File: src/hw/rtl/sort_key_canonicalizer_assert.svh
// ----------------------------------------------------------------------------
// Sort key canonicalizer assertion macros
// Shared concurrent assertion forms, clocked on clk_i and disabled in reset.
// ----------------------------------------------------------------------------
`ifndef SORT_KEY_CANONICALIZER_ASSERT_SVH
`define SORT_KEY_CANONICALIZER_ASSERT_SVH

// Same-cycle implication.
`define SKC_ASSERT_IMPLIES(label, ante, cons) \
  label: assert property (@(posedge clk_i) disable iff (!rst_ni) (ante) |-> (cons)) \
    else $error("sort key canonicalizer: same-cycle check failed");

// Next-cycle implication.
`define SKC_ASSERT_NEXT(label, ante, cons) \
  label: assert property (@(posedge clk_i) disable iff (!rst_ni) (ante) |=> (cons)) \
    else $error("sort key canonicalizer: next-cycle check failed");

`endif

File: src/hw/rtl/skc_pkg.sv
// ----------------------------------------------------------------------------
// Sort key canonicalizer package
// Delimiter codes, character constants, result type and decode functions.
// ----------------------------------------------------------------------------
package skc_pkg;

  localparam int unsigned DEFAULT_STACK_DEPTH = 16;
  localparam int unsigned DELIM_W = 3;

  localparam logic [7:0] CHAR_UPPER_A = 8'h41;
  localparam logic [7:0] CHAR_UPPER_Z = 8'h5A;
  localparam logic [7:0] CASE_OFFSET  = 8'h20;
  localparam logic [7:0] CHAR_AT      = 8'h40;
  localparam logic [7:0] CHAR_SPACE   = 8'h20;

  // Delimiter pair codes as stored on the closer stack.
  typedef enum logic [DELIM_W-1:0] {
    DELIM_BRACKET = 3'd0,
    DELIM_PAREN   = 3'd1,
    DELIM_BRACE   = 3'd2,
    DELIM_ANGLE   = 3'd3,
    DELIM_SQUOTE  = 3'd4,
    DELIM_BQUOTE  = 3'd5,
    DELIM_DQUOTE  = 3'd6
  } skc_delim_e;

  typedef struct packed {
    logic       hit;
    skc_delim_e code;
  } skc_opener_t;

  typedef struct packed {
    logic       emit;
    logic [7:0] out_char;
    logic       key_end;
    logic       overflow;
  } skc_result_t;

  function automatic skc_opener_t opener_decode(input logic [7:0] ch);
    skc_opener_t r;
    r.hit  = 1'b1;
    r.code = DELIM_BRACKET;
    unique case (ch)
      8'h5B:   r.code = DELIM_BRACKET;
      8'h28:   r.code = DELIM_PAREN;
      8'h7B:   r.code = DELIM_BRACE;
      8'h3C:   r.code = DELIM_ANGLE;
      8'h27:   r.code = DELIM_SQUOTE;
      8'h60:   r.code = DELIM_BQUOTE;
      8'h22:   r.code = DELIM_DQUOTE;
      default: r.hit  = 1'b0;
    endcase
    return r;
  endfunction

  function automatic logic [7:0] closer_of(input skc_delim_e code);
    logic [7:0] c;
    unique case (code)
      DELIM_BRACKET: c = 8'h5D;
      DELIM_PAREN:   c = 8'h29;
      DELIM_BRACE:   c = 8'h7D;
      DELIM_ANGLE:   c = 8'h3E;
      DELIM_SQUOTE:  c = 8'h27;
      DELIM_BQUOTE:  c = 8'h27;
      DELIM_DQUOTE:  c = 8'h22;
      default:       c = 8'h5D;
    endcase
    return c;
  endfunction

endpackage

File: src/hw/rtl/skc_if.sv
// ----------------------------------------------------------------------------
// Sort key canonicalizer channel interfaces
// Valid/ready channels for key bytes, results and the mode register write.
// ----------------------------------------------------------------------------
interface skc_in_if;
  logic       valid;
  logic       ready;
  logic [7:0] ch;
  logic       first;
  logic       last;

  modport source (output valid, ch, first, last, input ready);
  modport sink   (input valid, ch, first, last, output ready);
endinterface

interface skc_out_if;
  logic       valid;
  logic       ready;
  logic       emit;
  logic [7:0] out_char;
  logic       key_end;
  logic       overflow;

  modport source (output valid, emit, out_char, key_end, overflow, input ready);
  modport sink   (input valid, emit, out_char, key_end, overflow, output ready);
endinterface

interface skc_cfg_if;
  logic valid;
  logic ready;
  logic markup_mode;

  modport source (output valid, markup_mode, input ready);
  modport sink   (input valid, markup_mode, output ready);
endinterface

File: src/hw/rtl/skc_ram.sv
// ----------------------------------------------------------------------------
// Generic RAM
// One write port and one read port with registered read data.
// ----------------------------------------------------------------------------
module skc_ram #(
  parameter int unsigned WIDTH = 8,
  parameter int unsigned DEPTH = 16,
  localparam int unsigned AW = (DEPTH > 1) ? $clog2(DEPTH) : 1
) (
  input  logic             clk_i,
  input  logic             we_i,
  input  logic [AW-1:0]    waddr_i,
  input  logic [WIDTH-1:0] wdata_i,
  input  logic [AW-1:0]    raddr_i,
  output logic [WIDTH-1:0] rdata_o
);

  logic [WIDTH-1:0] mem_q [DEPTH];
  logic [WIDTH-1:0] rdata_q;

  always_ff @(posedge clk_i) begin
    if (we_i) begin
      mem_q[waddr_i] <= wdata_i;
    end
    rdata_q <= mem_q[raddr_i];
  end

  assign rdata_o = rdata_q;

endmodule

File: src/hw/rtl/skc_core.sv
// ----------------------------------------------------------------------------
// Sort key canonicalizer core
// Per-byte classification, skip state and closer stack with top forwarding.
// ----------------------------------------------------------------------------
`include "sort_key_canonicalizer_assert.svh"

module skc_core #(
  parameter int unsigned STACK_DEPTH = skc_pkg::DEFAULT_STACK_DEPTH,
  localparam int unsigned LW = $clog2(STACK_DEPTH + 1),
  localparam int unsigned AW = (STACK_DEPTH > 1) ? $clog2(STACK_DEPTH) : 1
) (
  input  logic                clk_i,
  input  logic                rst_ni,
  input  logic                markup_mode_i,
  input  logic                in_valid_i,
  input  logic                in_ready_i,
  input  logic [7:0]          ch_i,
  input  logic                first_i,
  input  logic                last_i,
  output logic                res_valid_o,
  output skc_pkg::skc_result_t res_o
);

  localparam logic [LW-1:0] FULL_LEVEL = LW'(STACK_DEPTH);

  logic                skip_q, skip_d;
  logic [LW-1:0]       level_q, level_d;
  logic                fwd_q, fwd_d;
  skc_pkg::skc_delim_e fwd_code_q;

  logic                in_fire;
  logic                eff_skip;
  logic [LW-1:0]       eff_level;
  logic [LW-1:0]       rd_level;
  logic [AW-1:0]       rd_addr;
  logic [skc_pkg::DELIM_W-1:0] rd_data;
  skc_pkg::skc_delim_e top_code;
  skc_pkg::skc_opener_t opener;
  logic                wr_en;
  skc_pkg::skc_result_t res;

  assign in_fire   = in_valid_i && in_ready_i;
  assign eff_skip  = first_i ? markup_mode_i : skip_q;
  assign eff_level = first_i ? '0 : level_q;
  assign opener    = skc_pkg::opener_decode(ch_i);
  // The entry written last cycle is not yet in the registered read data.
  assign top_code  = fwd_q ? fwd_code_q : skc_pkg::skc_delim_e'(rd_data);

  always_comb begin
    skip_d       = skip_q;
    level_d      = level_q;
    wr_en        = 1'b0;
    res.emit     = 1'b0;
    res.out_char = 8'h00;
    res.key_end  = last_i;
    res.overflow = 1'b0;
    if (in_fire) begin
      skip_d  = eff_skip;
      level_d = eff_level;
      if (eff_skip) begin
        if (opener.hit) begin
          skip_d = 1'b0;
          if (eff_level < FULL_LEVEL) begin
            wr_en   = 1'b1;
            level_d = eff_level + LW'(1);
          end else begin
            res.overflow = 1'b1;
          end
        end
      end else if (ch_i >= skc_pkg::CHAR_UPPER_A && ch_i <= skc_pkg::CHAR_UPPER_Z) begin
        res.emit     = 1'b1;
        res.out_char = ch_i + skc_pkg::CASE_OFFSET;
      end else if (eff_level != '0 && skc_pkg::closer_of(top_code) == ch_i) begin
        level_d = eff_level - LW'(1);
      end else if (markup_mode_i && ch_i == skc_pkg::CHAR_AT) begin
        skip_d = 1'b1;
      end else if (ch_i < skc_pkg::CHAR_SPACE) begin
        res.emit     = 1'b1;
        res.out_char = skc_pkg::CHAR_SPACE;
      end else begin
        res.emit     = 1'b1;
        res.out_char = ch_i;
      end
    end
  end

  // The read address tracks the next top of stack; a push lands on it.
  assign rd_level = level_d - LW'(1);
  assign rd_addr  = rd_level[AW-1:0];
  assign fwd_d    = wr_en;

  skc_ram #(
    .WIDTH (skc_pkg::DELIM_W),
    .DEPTH (STACK_DEPTH)
  ) u_stack (
    .clk_i   (clk_i),
    .we_i    (wr_en),
    .waddr_i (eff_level[AW-1:0]),
    .wdata_i (opener.code),
    .raddr_i (rd_addr),
    .rdata_o (rd_data)
  );

  always_ff @(posedge clk_i or negedge rst_ni) begin
    if (!rst_ni) begin
      skip_q  <= 1'b0;
      level_q <= '0;
      fwd_q   <= 1'b0;
    end else begin
      skip_q  <= skip_d;
      level_q <= level_d;
      fwd_q   <= fwd_d;
    end
  end

  always_ff @(posedge clk_i) begin
    if (wr_en) begin
      fwd_code_q <= opener.code;
    end
  end

  assign res_valid_o = in_fire;
  assign res_o       = res;

  `SKC_ASSERT_IMPLIES(a_level_bound, 1'b1, level_q <= FULL_LEVEL)
  `SKC_ASSERT_NEXT(a_overflow_full, in_fire && res.overflow, level_q == FULL_LEVEL)
  `SKC_ASSERT_NEXT(a_push_ends_skip, wr_en, !skip_q && level_q != '0)
  `SKC_ASSERT_IMPLIES(a_no_result_idle, !in_fire, !wr_en && level_d == level_q)

endmodule

File: src/hw/rtl/skc_out_buf.sv
// ----------------------------------------------------------------------------
// Sort key canonicalizer result buffer
// Output register and skid entry; under stall the core runs until both fill.
// ----------------------------------------------------------------------------
`include "sort_key_canonicalizer_assert.svh"

module skc_out_buf (
  input  logic                 clk_i,
  input  logic                 rst_ni,
  input  logic                 in_valid_i,
  output logic                 in_ready_o,
  input  skc_pkg::skc_result_t in_data_i,
  output logic                 out_valid_o,
  input  logic                 out_ready_i,
  output skc_pkg::skc_result_t out_data_o
);

  logic                 main_v_q, main_v_d;
  logic                 skid_v_q, skid_v_d;
  skc_pkg::skc_result_t main_q, main_d;
  skc_pkg::skc_result_t skid_q, skid_d;
  logic                 push, pop;

  assign in_ready_o = !skid_v_q;
  assign push       = in_valid_i && in_ready_o;
  assign pop        = main_v_q && out_ready_i;

  always_comb begin
    main_v_d = main_v_q;
    skid_v_d = skid_v_q;
    main_d   = main_q;
    skid_d   = skid_q;
    if (pop) begin
      if (skid_v_q) begin
        main_d   = skid_q;
        skid_v_d = 1'b0;
      end else begin
        main_v_d = push;
        main_d   = in_data_i;
      end
    end else if (push) begin
      if (!main_v_q) begin
        main_v_d = 1'b1;
        main_d   = in_data_i;
      end else begin
        skid_v_d = 1'b1;
        skid_d   = in_data_i;
      end
    end
  end

  always_ff @(posedge clk_i or negedge rst_ni) begin
    if (!rst_ni) begin
      main_v_q <= 1'b0;
      skid_v_q <= 1'b0;
    end else begin
      main_v_q <= main_v_d;
      skid_v_q <= skid_v_d;
    end
  end

  always_ff @(posedge clk_i) begin
    main_q <= main_d;
    skid_q <= skid_d;
  end

  assign out_valid_o = main_v_q;
  assign out_data_o  = main_q;

  `SKC_ASSERT_IMPLIES(a_skid_needs_main, skid_v_q, main_v_q)
  `SKC_ASSERT_NEXT(a_skid_held, skid_v_q && !out_ready_i, skid_v_q && $stable(skid_q))
  `SKC_ASSERT_NEXT(a_push_lands, push && !pop, main_v_q)

endmodule

File: src/hw/rtl/sort_key_canonicalizer.sv
// ----------------------------------------------------------------------------
// Sort key canonicalizer
// Folds case, maps control bytes to spaces and strips markup from sort keys.
// ----------------------------------------------------------------------------
// The block takes one key byte per request on in_i and returns exactly one
// result per byte on out_o, in order. A result is offered in the cycle after
// its byte is accepted when the result register is free; a stalled consumer
// delays it. The block sustains one byte per cycle: the closer stack sits in
// a small RAM whose registered read port holds the current top of
// stack, and an entry pushed in the previous cycle is forwarded from a
// register, so the top is ready for the very next byte. A result register
// with a skid entry lets the block keep taking bytes while the consumer
// stalls until both hold a result; input ready then drops and returns in the
// cycle after the consumer takes a result. Upper case letters come out in
// lower case, bytes below a space become a space, and bytes from 128 up pass
// unchanged. With markup_mode set, an '@' starts skipping until an opening
// delimiter, whose closer is pushed and later dropped when it matches; a
// push onto a full stack is dropped and flagged with overflow. A byte with
// first set clears the stack and starts skipping when markup mode is on. The
// mode register is written on cfg_i, always ready, and should only be
// written while no request is in flight. A new mode applies to the '@' test
// from the next byte on; skipping is only reloaded by a byte with first set.
// The stack needs no clearing after reset, since only entries below the
// current level are ever read.
// ----------------------------------------------------------------------------
module sort_key_canonicalizer #(
  parameter int unsigned STACK_DEPTH = skc_pkg::DEFAULT_STACK_DEPTH
) (
  input  logic      clk_i,
  input  logic      rst_ni,
  skc_cfg_if.sink   cfg_i,
  skc_in_if.sink    in_i,
  skc_out_if.source out_o
);

  logic                 markup_q;
  logic                 res_valid;
  logic                 buf_ready;
  skc_pkg::skc_result_t res;
  skc_pkg::skc_result_t out_data;

  // Mode register; the write channel never stalls.
  assign cfg_i.ready = 1'b1;

  always_ff @(posedge clk_i or negedge rst_ni) begin
    if (!rst_ni) begin
      markup_q <= 1'b0;
    end else if (cfg_i.valid) begin
      markup_q <= cfg_i.markup_mode;
    end
  end

  // Byte classification and stack update happen in the accept cycle.
  skc_core #(
    .STACK_DEPTH (STACK_DEPTH)
  ) u_core (
    .clk_i         (clk_i),
    .rst_ni        (rst_ni),
    .markup_mode_i (markup_q),
    .in_valid_i    (in_i.valid),
    .in_ready_i    (buf_ready),
    .ch_i          (in_i.ch),
    .first_i       (in_i.first),
    .last_i        (in_i.last),
    .res_valid_o   (res_valid),
    .res_o         (res)
  );

  assign in_i.ready = buf_ready;

  // Results wait here until the consumer takes them.
  skc_out_buf u_out_buf (
    .clk_i       (clk_i),
    .rst_ni      (rst_ni),
    .in_valid_i  (res_valid),
    .in_ready_o  (buf_ready),
    .in_data_i   (res),
    .out_valid_o (out_o.valid),
    .out_ready_i (out_o.ready),
    .out_data_o  (out_data)
  );

  assign out_o.emit     = out_data.emit;
  assign out_o.out_char = out_data.out_char;
  assign out_o.key_end  = out_data.key_end;
  assign out_o.overflow = out_data.overflow;

endmodule

File: src/flat_wrapper.sv
// flat-port wrapper written by rule: the top's interface ports become plain ports
module sort_key_canonicalizer_flat 
#(
  parameter int unsigned STACK_DEPTH = skc_pkg::DEFAULT_STACK_DEPTH
)
  (clk_i, rst_ni, cfg_i_valid, cfg_i_markup_mode, cfg_i_ready, in_i_valid, in_i_ch, in_i_first, in_i_last, in_i_ready, out_o_valid, out_o_emit, out_o_out_char, out_o_key_end, out_o_overflow, out_o_ready);
  skc_cfg_if cfg_i_i ();
  skc_in_if in_i_i ();
  skc_out_if out_o_i ();
  input  logic clk_i;
  input  logic rst_ni;
  input wire logic [$bits(cfg_i_i.valid)-1:0] cfg_i_valid;
  input wire logic [$bits(cfg_i_i.markup_mode)-1:0] cfg_i_markup_mode;
  output wire logic [$bits(cfg_i_i.ready)-1:0] cfg_i_ready;
  input wire logic [$bits(in_i_i.valid)-1:0] in_i_valid;
  input wire logic [$bits(in_i_i.ch)-1:0] in_i_ch;
  input wire logic [$bits(in_i_i.first)-1:0] in_i_first;
  input wire logic [$bits(in_i_i.last)-1:0] in_i_last;
  output wire logic [$bits(in_i_i.ready)-1:0] in_i_ready;
  output wire logic [$bits(out_o_i.valid)-1:0] out_o_valid;
  output wire logic [$bits(out_o_i.emit)-1:0] out_o_emit;
  output wire logic [$bits(out_o_i.out_char)-1:0] out_o_out_char;
  output wire logic [$bits(out_o_i.key_end)-1:0] out_o_key_end;
  output wire logic [$bits(out_o_i.overflow)-1:0] out_o_overflow;
  input wire logic [$bits(out_o_i.ready)-1:0] out_o_ready;
  assign cfg_i_i.valid = cfg_i_valid;
  assign cfg_i_i.markup_mode = cfg_i_markup_mode;
  assign cfg_i_ready = cfg_i_i.ready;
  assign in_i_i.valid = in_i_valid;
  assign in_i_i.ch = in_i_ch;
  assign in_i_i.first = in_i_first;
  assign in_i_i.last = in_i_last;
  assign in_i_ready = in_i_i.ready;
  assign out_o_valid = out_o_i.valid;
  assign out_o_emit = out_o_i.emit;
  assign out_o_out_char = out_o_i.out_char;
  assign out_o_key_end = out_o_i.key_end;
  assign out_o_overflow = out_o_i.overflow;
  assign out_o_i.ready = out_o_ready;
  sort_key_canonicalizer #(.STACK_DEPTH(STACK_DEPTH)) u_core (.clk_i(clk_i), .rst_ni(rst_ni), .cfg_i(cfg_i_i), .in_i(in_i_i), .out_o(out_o_i));
endmodule
File: config.mk
export PLATFORM = sky130hd
export DESIGN_NAME = sort_key_canonicalizer_flat
export DESIGN_NICKNAME = d
export VERILOG_FILES = /design/src/hw/rtl/skc_pkg.sv /design/src/hw/rtl/skc_if.sv /design/src/hw/rtl/skc_ram.sv /design/src/hw/rtl/skc_core.sv /design/src/hw/rtl/skc_out_buf.sv /design/src/hw/rtl/sort_key_canonicalizer.sv /design/src/flat_wrapper.sv
export VERILOG_INCLUDE_DIRS = /design/src /design/src/hw/rtl
export SDC_FILE = /design/constraint.sdc
export NUM_CORES = 1
export LEC_CHECK = 0
export CAP_MARGIN = 0
export CORE_ASPECT_RATIO = 1.1
export CORE_UTILIZATION = 50
export DETAILED_ROUTE_END_ITERATION = 8
export DONT_BUFFER_PORTS = 1
export HOLD_SLACK_MARGIN = 0.05
export MAX_ROUTING_LAYER = met4
export PLACE_DENSITY = 0.68
export SLEW_MARGIN = 10
export SYNTH_ARGS = -nofsm -noshare
export SYNTH_HDL_FRONTEND = slang
export SYNTH_SLANG_ARGS = --single-unit
File: constraint.sdc
create_clock -name clk_i -period 3.4 [get_ports clk_i]
set_input_delay 0.17 -clock clk_i [delete_from_list [all_inputs] [get_ports clk_i]]
set_output_delay 0.17 -clock clk_i [all_outputs]
set_load 0.02 [all_outputs]
Word level (Yosys, flattened, before mapping) --
Memory sizes are Yosys's and may differ from the RTL's. A register that Yosys moved wholly into a read port is not among the register bits. Cells that the tools add are included. Widths: inputs -> output; s select.
Cells by class: bitwise logic cells 1, reductions and logical operators 16, $lt $le $gt $ge 4, equal/unequal tests 17, divide/modulo/power cells 0, muxes and demuxes 46, add/subtract/negate cells 4, shifts and indexed selects 0, multiply operators 0
Operator list (number):
- $mux 9 | 5
- $mux 11 | 4
- $mux 5 | 7
- $pmux 7 s5 | 1
- $eq 8x6->1 const B | 4
- $eq 8x7->1 const B | 4
- $mux 8 | 4
- $mux 1 | 23
- $pmux 3 s6 | 1
- $eq 3x3->1 const B | 3
- $add 8x6->8 const B | 1
- $eq 8x8->1 | 1
- $ge 8x7->1 const B | 1
- $le 8x7->1 const B | 1
- $lt 8x6->1 const B | 1
- $reduce_or 7->1 | 1
- $eq 3x2->1 const B | 2
- $logic_and 1x1->1 | 6
- $reduce_and 2->1 | 3
- $add 5x1->5 const B | 1
- $lt 5x5->1 const B | 1
- $reduce_bool 5->1 | 1
- $sub 5x1->5 const B | 1
- $reduce_bool 2->1 | 2
- other kinds (9) | 9
Storage, ports and cells: input bits 16, output and inout bits 14, latch bits 0, memories 1, logic and storage cells 104, memory bits (writable) 48, ROM bits 0, bits in registers 35
Memories:
- u_core.u_core.u_stack.mem_q | depth 16, bits a word 3, read ports 1, clocked after memory_dff 1, wr ports 1, line skc_ram.sv:18 | logic [WIDTH-1:0] mem_q [DEPTH];

Depth between registers and ports, before layout --
depth after elaboration 16, gate-level depth with buffers 17, depth with buffers taken out 15

Hierarchy --
Synthesis repeated with hierarchy kept, for this count alone.
Unflattened totals: cells, all modules 323, area total of the unflattened synthesis 4420.5 um2
By module, submodules not included:
- skc_ram | cells an instance 103, area each 2011.9 um2, sequential area each 1501.4 um2, instances 1
- skc_core | cells an instance 169, area each 1415.1 um2, sequential area each 265.3 um2, instances 1
- skc_out_buf | cells an instance 47, area each 942.2 um2, sequential area each 710.7 um2, instances 1
- sort_key_canonicalizer | cells an instance 4, area each 51.3 um2, sequential area each 25.0 um2, instances 1

Worst setup path before layout --
OpenSTA, ideal clock, no wires.
path kind register to register, start reg u_core.u_core.fwd_q, end reg u_core.u_core.u_stack.rdata_q[1] (netlist: u_core.u_core.u_stack.rdata_o[1]), read port of u_core.u_core.u_stack.mem_q, arrival 3.440 ns, setup slack -0.171 ns, stages on the path, launching flop included 17, path buffers 2, period minus slack after synthesis 3.571 ns, setup time 0.132 ns, required time 3.268 ns, cells stage by stage dfrtp_1 buf_6 mux2_4 a2111oi_4 or4_1 o211ai_2 or3_4 nor2b_4 o311ai_4 inv_1 ha_1 clkbuf_1 o21ai_0 a221oi_1 nor3_1 mux2i_1 o211ai_1
Between the ends: cells in the longest elaborated chain, start to end 14, elaborated cells between the ends (all ways) 19, those cells by class add/sub (1); eq/ne (7); mux (9); reduce/logical (2)
RTL lines:
- from (decl) | line skc_core.sv:28 | logic fwd_q, fwd_d;
- from (signal assigned) | line skc_core.sv:112 | fwd_q <= fwd_d;
- $mux 3 (*) | line skc_core.sv:47 | assign top_code = fwd_q ? fwd_code_q : skc_pkg::skc_delim_e'(rd_data);
- $eq 3x3->1 | line skc_pkg.sv:58 | unique case (code)
- $reduce_or 2->1 (no line)
- $pmux 7 s5 (*) | line skc_pkg.sv:58
- $mux 8 (*) | line skc_core.sv:70 | end else if (ch_i >= skc_pkg::CHAR_UPPER_A && ch_i <= skc_pkg::CHAR_UPPER_Z) begin
- $mux 8 (*) | line skc_core.sv:60 | if (eff_skip) begin
- $mux 8 (*) | line skc_core.sv:57 | if (in_fire) begin
- $eq 8x8->1 (*) | line skc_core.sv:73 | end else if (eff_level != '0 && skc_pkg::closer_of(top_code) == ch_i) begin
- $logic_and 1x1->1 (*) | line skc_core.sv:73
- $mux 5 (*) | line skc_core.sv:73
- $mux 5 (*) | line skc_core.sv:70
- $mux 5 (*) | line skc_core.sv:60
- $mux 5 (*) | line skc_core.sv:57
- named net u_core.u_core.level_d[0] | line skc_core.sv:27 | logic [LW-1:0] level_q, level_d;
- $sub 4x1->4 (*) | line skc_core.sv:88 | assign rd_level = level_d - LW'(1);
- to (decl) | line skc_ram.sv:19 | logic [WIDTH-1:0] rdata_q;
The timed path passes the listed nets; every way through them passes the cells marked *. The select of a mux whose other input is x is not followed. A chain may end at the register's enable or synchronous reset.

Worst setup path in the final report --
start reg u_core.u_core.fwd_q, end reg u_core.u_core.u_stack.rdata_q[0] (netlist: u_core.u_core.u_stack.rdata_o[0]), read port of u_core.u_core.u_stack.mem_q
Same word-level chain as after synthesis.

==> metrics.log <==
INFO  metric postSynth.asyncResetShare = 0.116
INFO  metric crit-reg2reg-capture = u_core.u_core.u_stack.rdata_o[0]
INFO  metric syn_inst = around 430
INFO  metric grt_antenna_before_repair = 0
INFO  metric fin_nets = 500
INFO  metric critPathCaptureType = register
INFO  metric worst_slack_on_hold_paths = about 0.062 ns
INFO  metric max_freq = around 0.28 GHz
INFO  metric timing.slew.headroom = 0.493
INFO  metric r2r_slack = -0.19 ns
INFO  metric layout.area.seq = roughly 2500 µm²
INFO  metric netSwitchingFraction = 0.392
INFO  metric htreeDepth = 3
INFO  metric synth_enable_flop_cells = between 70 and 80
INFO  metric diodes = 0
INFO  metric wl_met3 = ~760 µm
INFO  metric number_of_clock_sinks = 86
INFO  metric synth_area = 4800 µm²
INFO  metric fp.dieH = approximately 100 µm
INFO  metric finClkSkew = slightly above 0.008 ns
INFO  metric synth.yosys.seq_area_share = 0.521
INFO  metric drt_first_iter_violations = slightly above 300
INFO  metric chipWidth = around 95 µm
INFO  metric critical_path.max_fanout = 5
INFO  metric cts_tree = yes
INFO  metric internal-power = ~2.7 mW
INFO  metric power.sequential.fraction = 0.328
INFO  metric post-place-ws = -0.388 ns
INFO  metric ctsLongestPathBuffers = 2
INFO  metric design.die.area = between 10000 and 15000 µm²
INFO  metric average_cell_area_after_synthesis = roughly 11 µm²
INFO  metric report.final.setup_viol = 3
INFO  metric route.vias.total = between 3000 and 4000
INFO  metric yosys_register_bits = 86
INFO  metric placed_cells_incl_taps = 565
INFO  metric hold_violations = 0
INFO  metric wl_per_cell = between 20 and 25 µm
INFO  metric clk_root_buffer_cell = clkbuf_8
INFO  metric filler_cell_count = 775
INFO  metric unrepaired_setup_endpoints_after_global_routing = true
INFO  metric power_total = between 4 and 5 mW
INFO  metric power.share.combinational = 0.495
INFO  metric power_density_over_the_cells = slightly below 800 nW/µm²
INFO  metric ioPinCount = 30
INFO  metric yosysWarningCount = 0
INFO  metric switchingPower = roughly 1.7 mW
INFO  metric synth_ff_type = edfxtp_1
INFO  metric post-route-drc-count = 0
INFO  metric failed_checks = setup timing
INFO  metric grt_pass1_vias = around 3800
INFO  metric m1WireLength = approximately 5.5 mm
INFO  metric routed_wirelength = between 10 and 15 mm
INFO  metric drv_cap = 0
INFO  metric rr_startpoint = u_core.u_core.fwd_q
INFO  metric hold_path_end = u_core.u_core.level_q[4]
INFO  metric cellLeakagePower = 2.11 nW
INFO  metric first_pass_grt_wire_length = roughly 20 mm
INFO  metric ir_worst_vdd = approximately 0.40 mV
INFO  metric finalWeightedCongestion = 0.918
INFO  metric first_pass_iters = 5
INFO  metric port_buffers = 0
INFO  metric postSynthNetCount = approximately 460
INFO  metric power.share.clock = 0.177
INFO  metric vias_per_cell = approximately 6.5
INFO  metric final_hpwl_from_detailed_placement = just under 9 mm
INFO  metric design.core.area = ~9400 µm²
INFO  metric floorplan.initialDensity = 0.514
INFO  metric multi_input_comb_area = about 2300 µm²
INFO  metric hold_start = in_i_first
INFO  metric status = complete, but fails checks
INFO  metric final_min_period_over_clock_period = 1.05
INFO  metric top_signal_layer_used = met4
INFO  metric wl_met2 = a little under 6 mm
INFO  metric timing.final.ws_setup = -0.186 ns
INFO  metric cp_data_required_time = around 3.7 ns
INFO  metric worstPathArrival = around 3.9 ns
INFO  metric clk_transition_reported_paths = approximately 0.090 ns
INFO  metric ant_nets = 0
INFO  metric layout-area-overhead-vs-synth = 19.0%
INFO  metric number_of_library_cell_types_mapped_by_synthesis = slightly below 70
INFO  metric post-route-min-period = around 3.6 ns
INFO  metric grt_max_degree = 34
INFO  metric timing.critical_path.from_type = register
INFO  metric share_of_post_route_cells_with_drive_strength_above_1 = 0.232
INFO  metric hold_path_class = input pin to register
INFO  metric worst_skew_pair.late_latency = roughly 0.36 ns
INFO  metric max_slew.worst_pin.slew = roughly 0.76 ns
INFO  metric final-instance-count-excl-fill = roughly 600
INFO  metric path_class = register to register
INFO  metric grt_usage = 0.275
INFO  metric mostFrequentLayoutCells = edfxtp_1, buf_4, nor2_1
INFO  metric worstRegToRegCells = 16
INFO  metric grt_overflow_total = 0
INFO  metric final_common_cell = edfxtp_1
INFO  metric maxSlewViolCount = 0
INFO  metric hold_path_depth = 3
INFO  metric cts-buffers-inserted = 9
INFO  metric rows = 37
## repair_timing
action	in CTS	in global routing
endpoints found under the setup margin	3	3
resized for setup	18	14
buffers inserted	10	0
cloned	0	0
endpoints found under the hold margin	19	0
hold buffers	10	0
pin swaps	17	5
## cell usage after synthesis (all sizes together) (12+ instances only)
library cell | count | area share
o21ai | 24 | 0.025
a221oi | 19 | 0.035
a22oi | 25 | 0.039
inv | 12 | 0.0094
nor2 | 33 | 0.026
a21o | 12 | 0.019
nand2 | 29 | 0.023
a21oi | 16 | 0.017
clkbuf | 24 | 0.019
nor3 | 20 | 0.024
edfxtp | 73 | 0.46
## power by group through the flow
| stage | registers (mW) | logic, mW | clock network, mW |
|---|---|---|---|
| after floorplan | 1.44 | 1.34 | 0 |
| after global placement | 1.46 | 1.82 | 0 |
| after detailed placement | 1.47 | 1.86 | 0 |
| after CTS | 1.44 | 2.09 | 0.785 |
| after global routing | 1.46 | 2.35 | 0.830 |
| final | 1.44 | 2.17 | 0.777 |
## worst max-delay path: stages, from the launching register on
cell and delay, ns:
dfrtp_1 0.39, buf_6 0.15, mux2i_4 0.21, buf_12 0.14, nor3_4 0.19, o2111a_1 0.27, nor3_4 0.07, or3_4 0.42
nor2b_4 0.14, o311ai_4 0.24, inv_2 0.08, ha_4 0.28, buf_4 0.11, a2111oi_0 0.05, buf_4 0.14, or4_1 0.52
nand4_1 0.10
## worst max-delay path by stage
stage | slack (ns) | to | from
after floorplan | -0.09 | u_core.u_core.u_stack.rdata_o[1] | u_core.u_core.fwd_q
after global placement | -0.31 | u_core.u_core.u_stack.rdata_o[2] | u_core.u_core.fwd_q
after detailed placement | -0.39 | u_core.u_core.u_stack.rdata_o[2] | u_core.u_core.fwd_q
after CTS | -0.22 | u_core.u_core.u_stack.rdata_o[1] | u_core.u_core.fwd_q
after global routing | -0.35 | u_core.u_core.u_stack.rdata_o[1] | u_core.u_core.fwd_q
final | -0.19 | u_core.u_core.u_stack.rdata_o[0] | u_core.u_core.fwd_q
## cell families after synthesis
group | synth area share
simple gates | 0.165
flops | 0.521
buf+inv | 0.0331
other cells | 0.000781
xor+xnor | 0.0130
fa+ha+maj | 0.0156
mux | 0.0362
compound gates | 0.215
## layout make-up
type | instances | area share
Clock buffer | 9 | 0.0217
Clock inverter | 6 | 0.0153
Inverter | 12 | 0.00788
Multi-Input combinational cell | 308 | 0.403
Sequential cell | 86 | 0.438
Tap cell | 117 | 0.0256
Timing Repair Buffer | 61 | 0.0887
## state kept, by name, summed over array words and instances, names as in the netlist
name                           flops
u_core.u_out_buf.out_data_o       11
u_core.u_core.u_stack.rdata_o      3
u_core.u_core.u_stack.mem_q       48
u_core.u_core.level_q              5
u_core.u_out_buf.skid_q           11
u_core.u_core.fwd_code_q           3
u_core.u_out_buf.skid_v_q          1
u_core.markup_q                    1
u_core.u_core.skip_q               1
u_core.u_core.fwd_q                1
u_core.u_out_buf.out_valid_o       1
## layer usage
layer,vias to the layer above,GRT usage
met5,-,-
met2,171,0.407
li1,1776,-
met3,42,0.0539
met4,0,0.139
met1,1877,0.359
## through the flow
stage               setup TNS, ns  cell area (µm²)  utilization
CTS                        -0.605             5660        0.605
global route                -1.05             5720        0.611
floorplan                  -0.176             4840            -
global placement           -0.764             5160        0.552
detailed placement          -1.02             5160        0.552
finish                     -0.541             5720        0.611
Power figures use the tool's default switching activity.
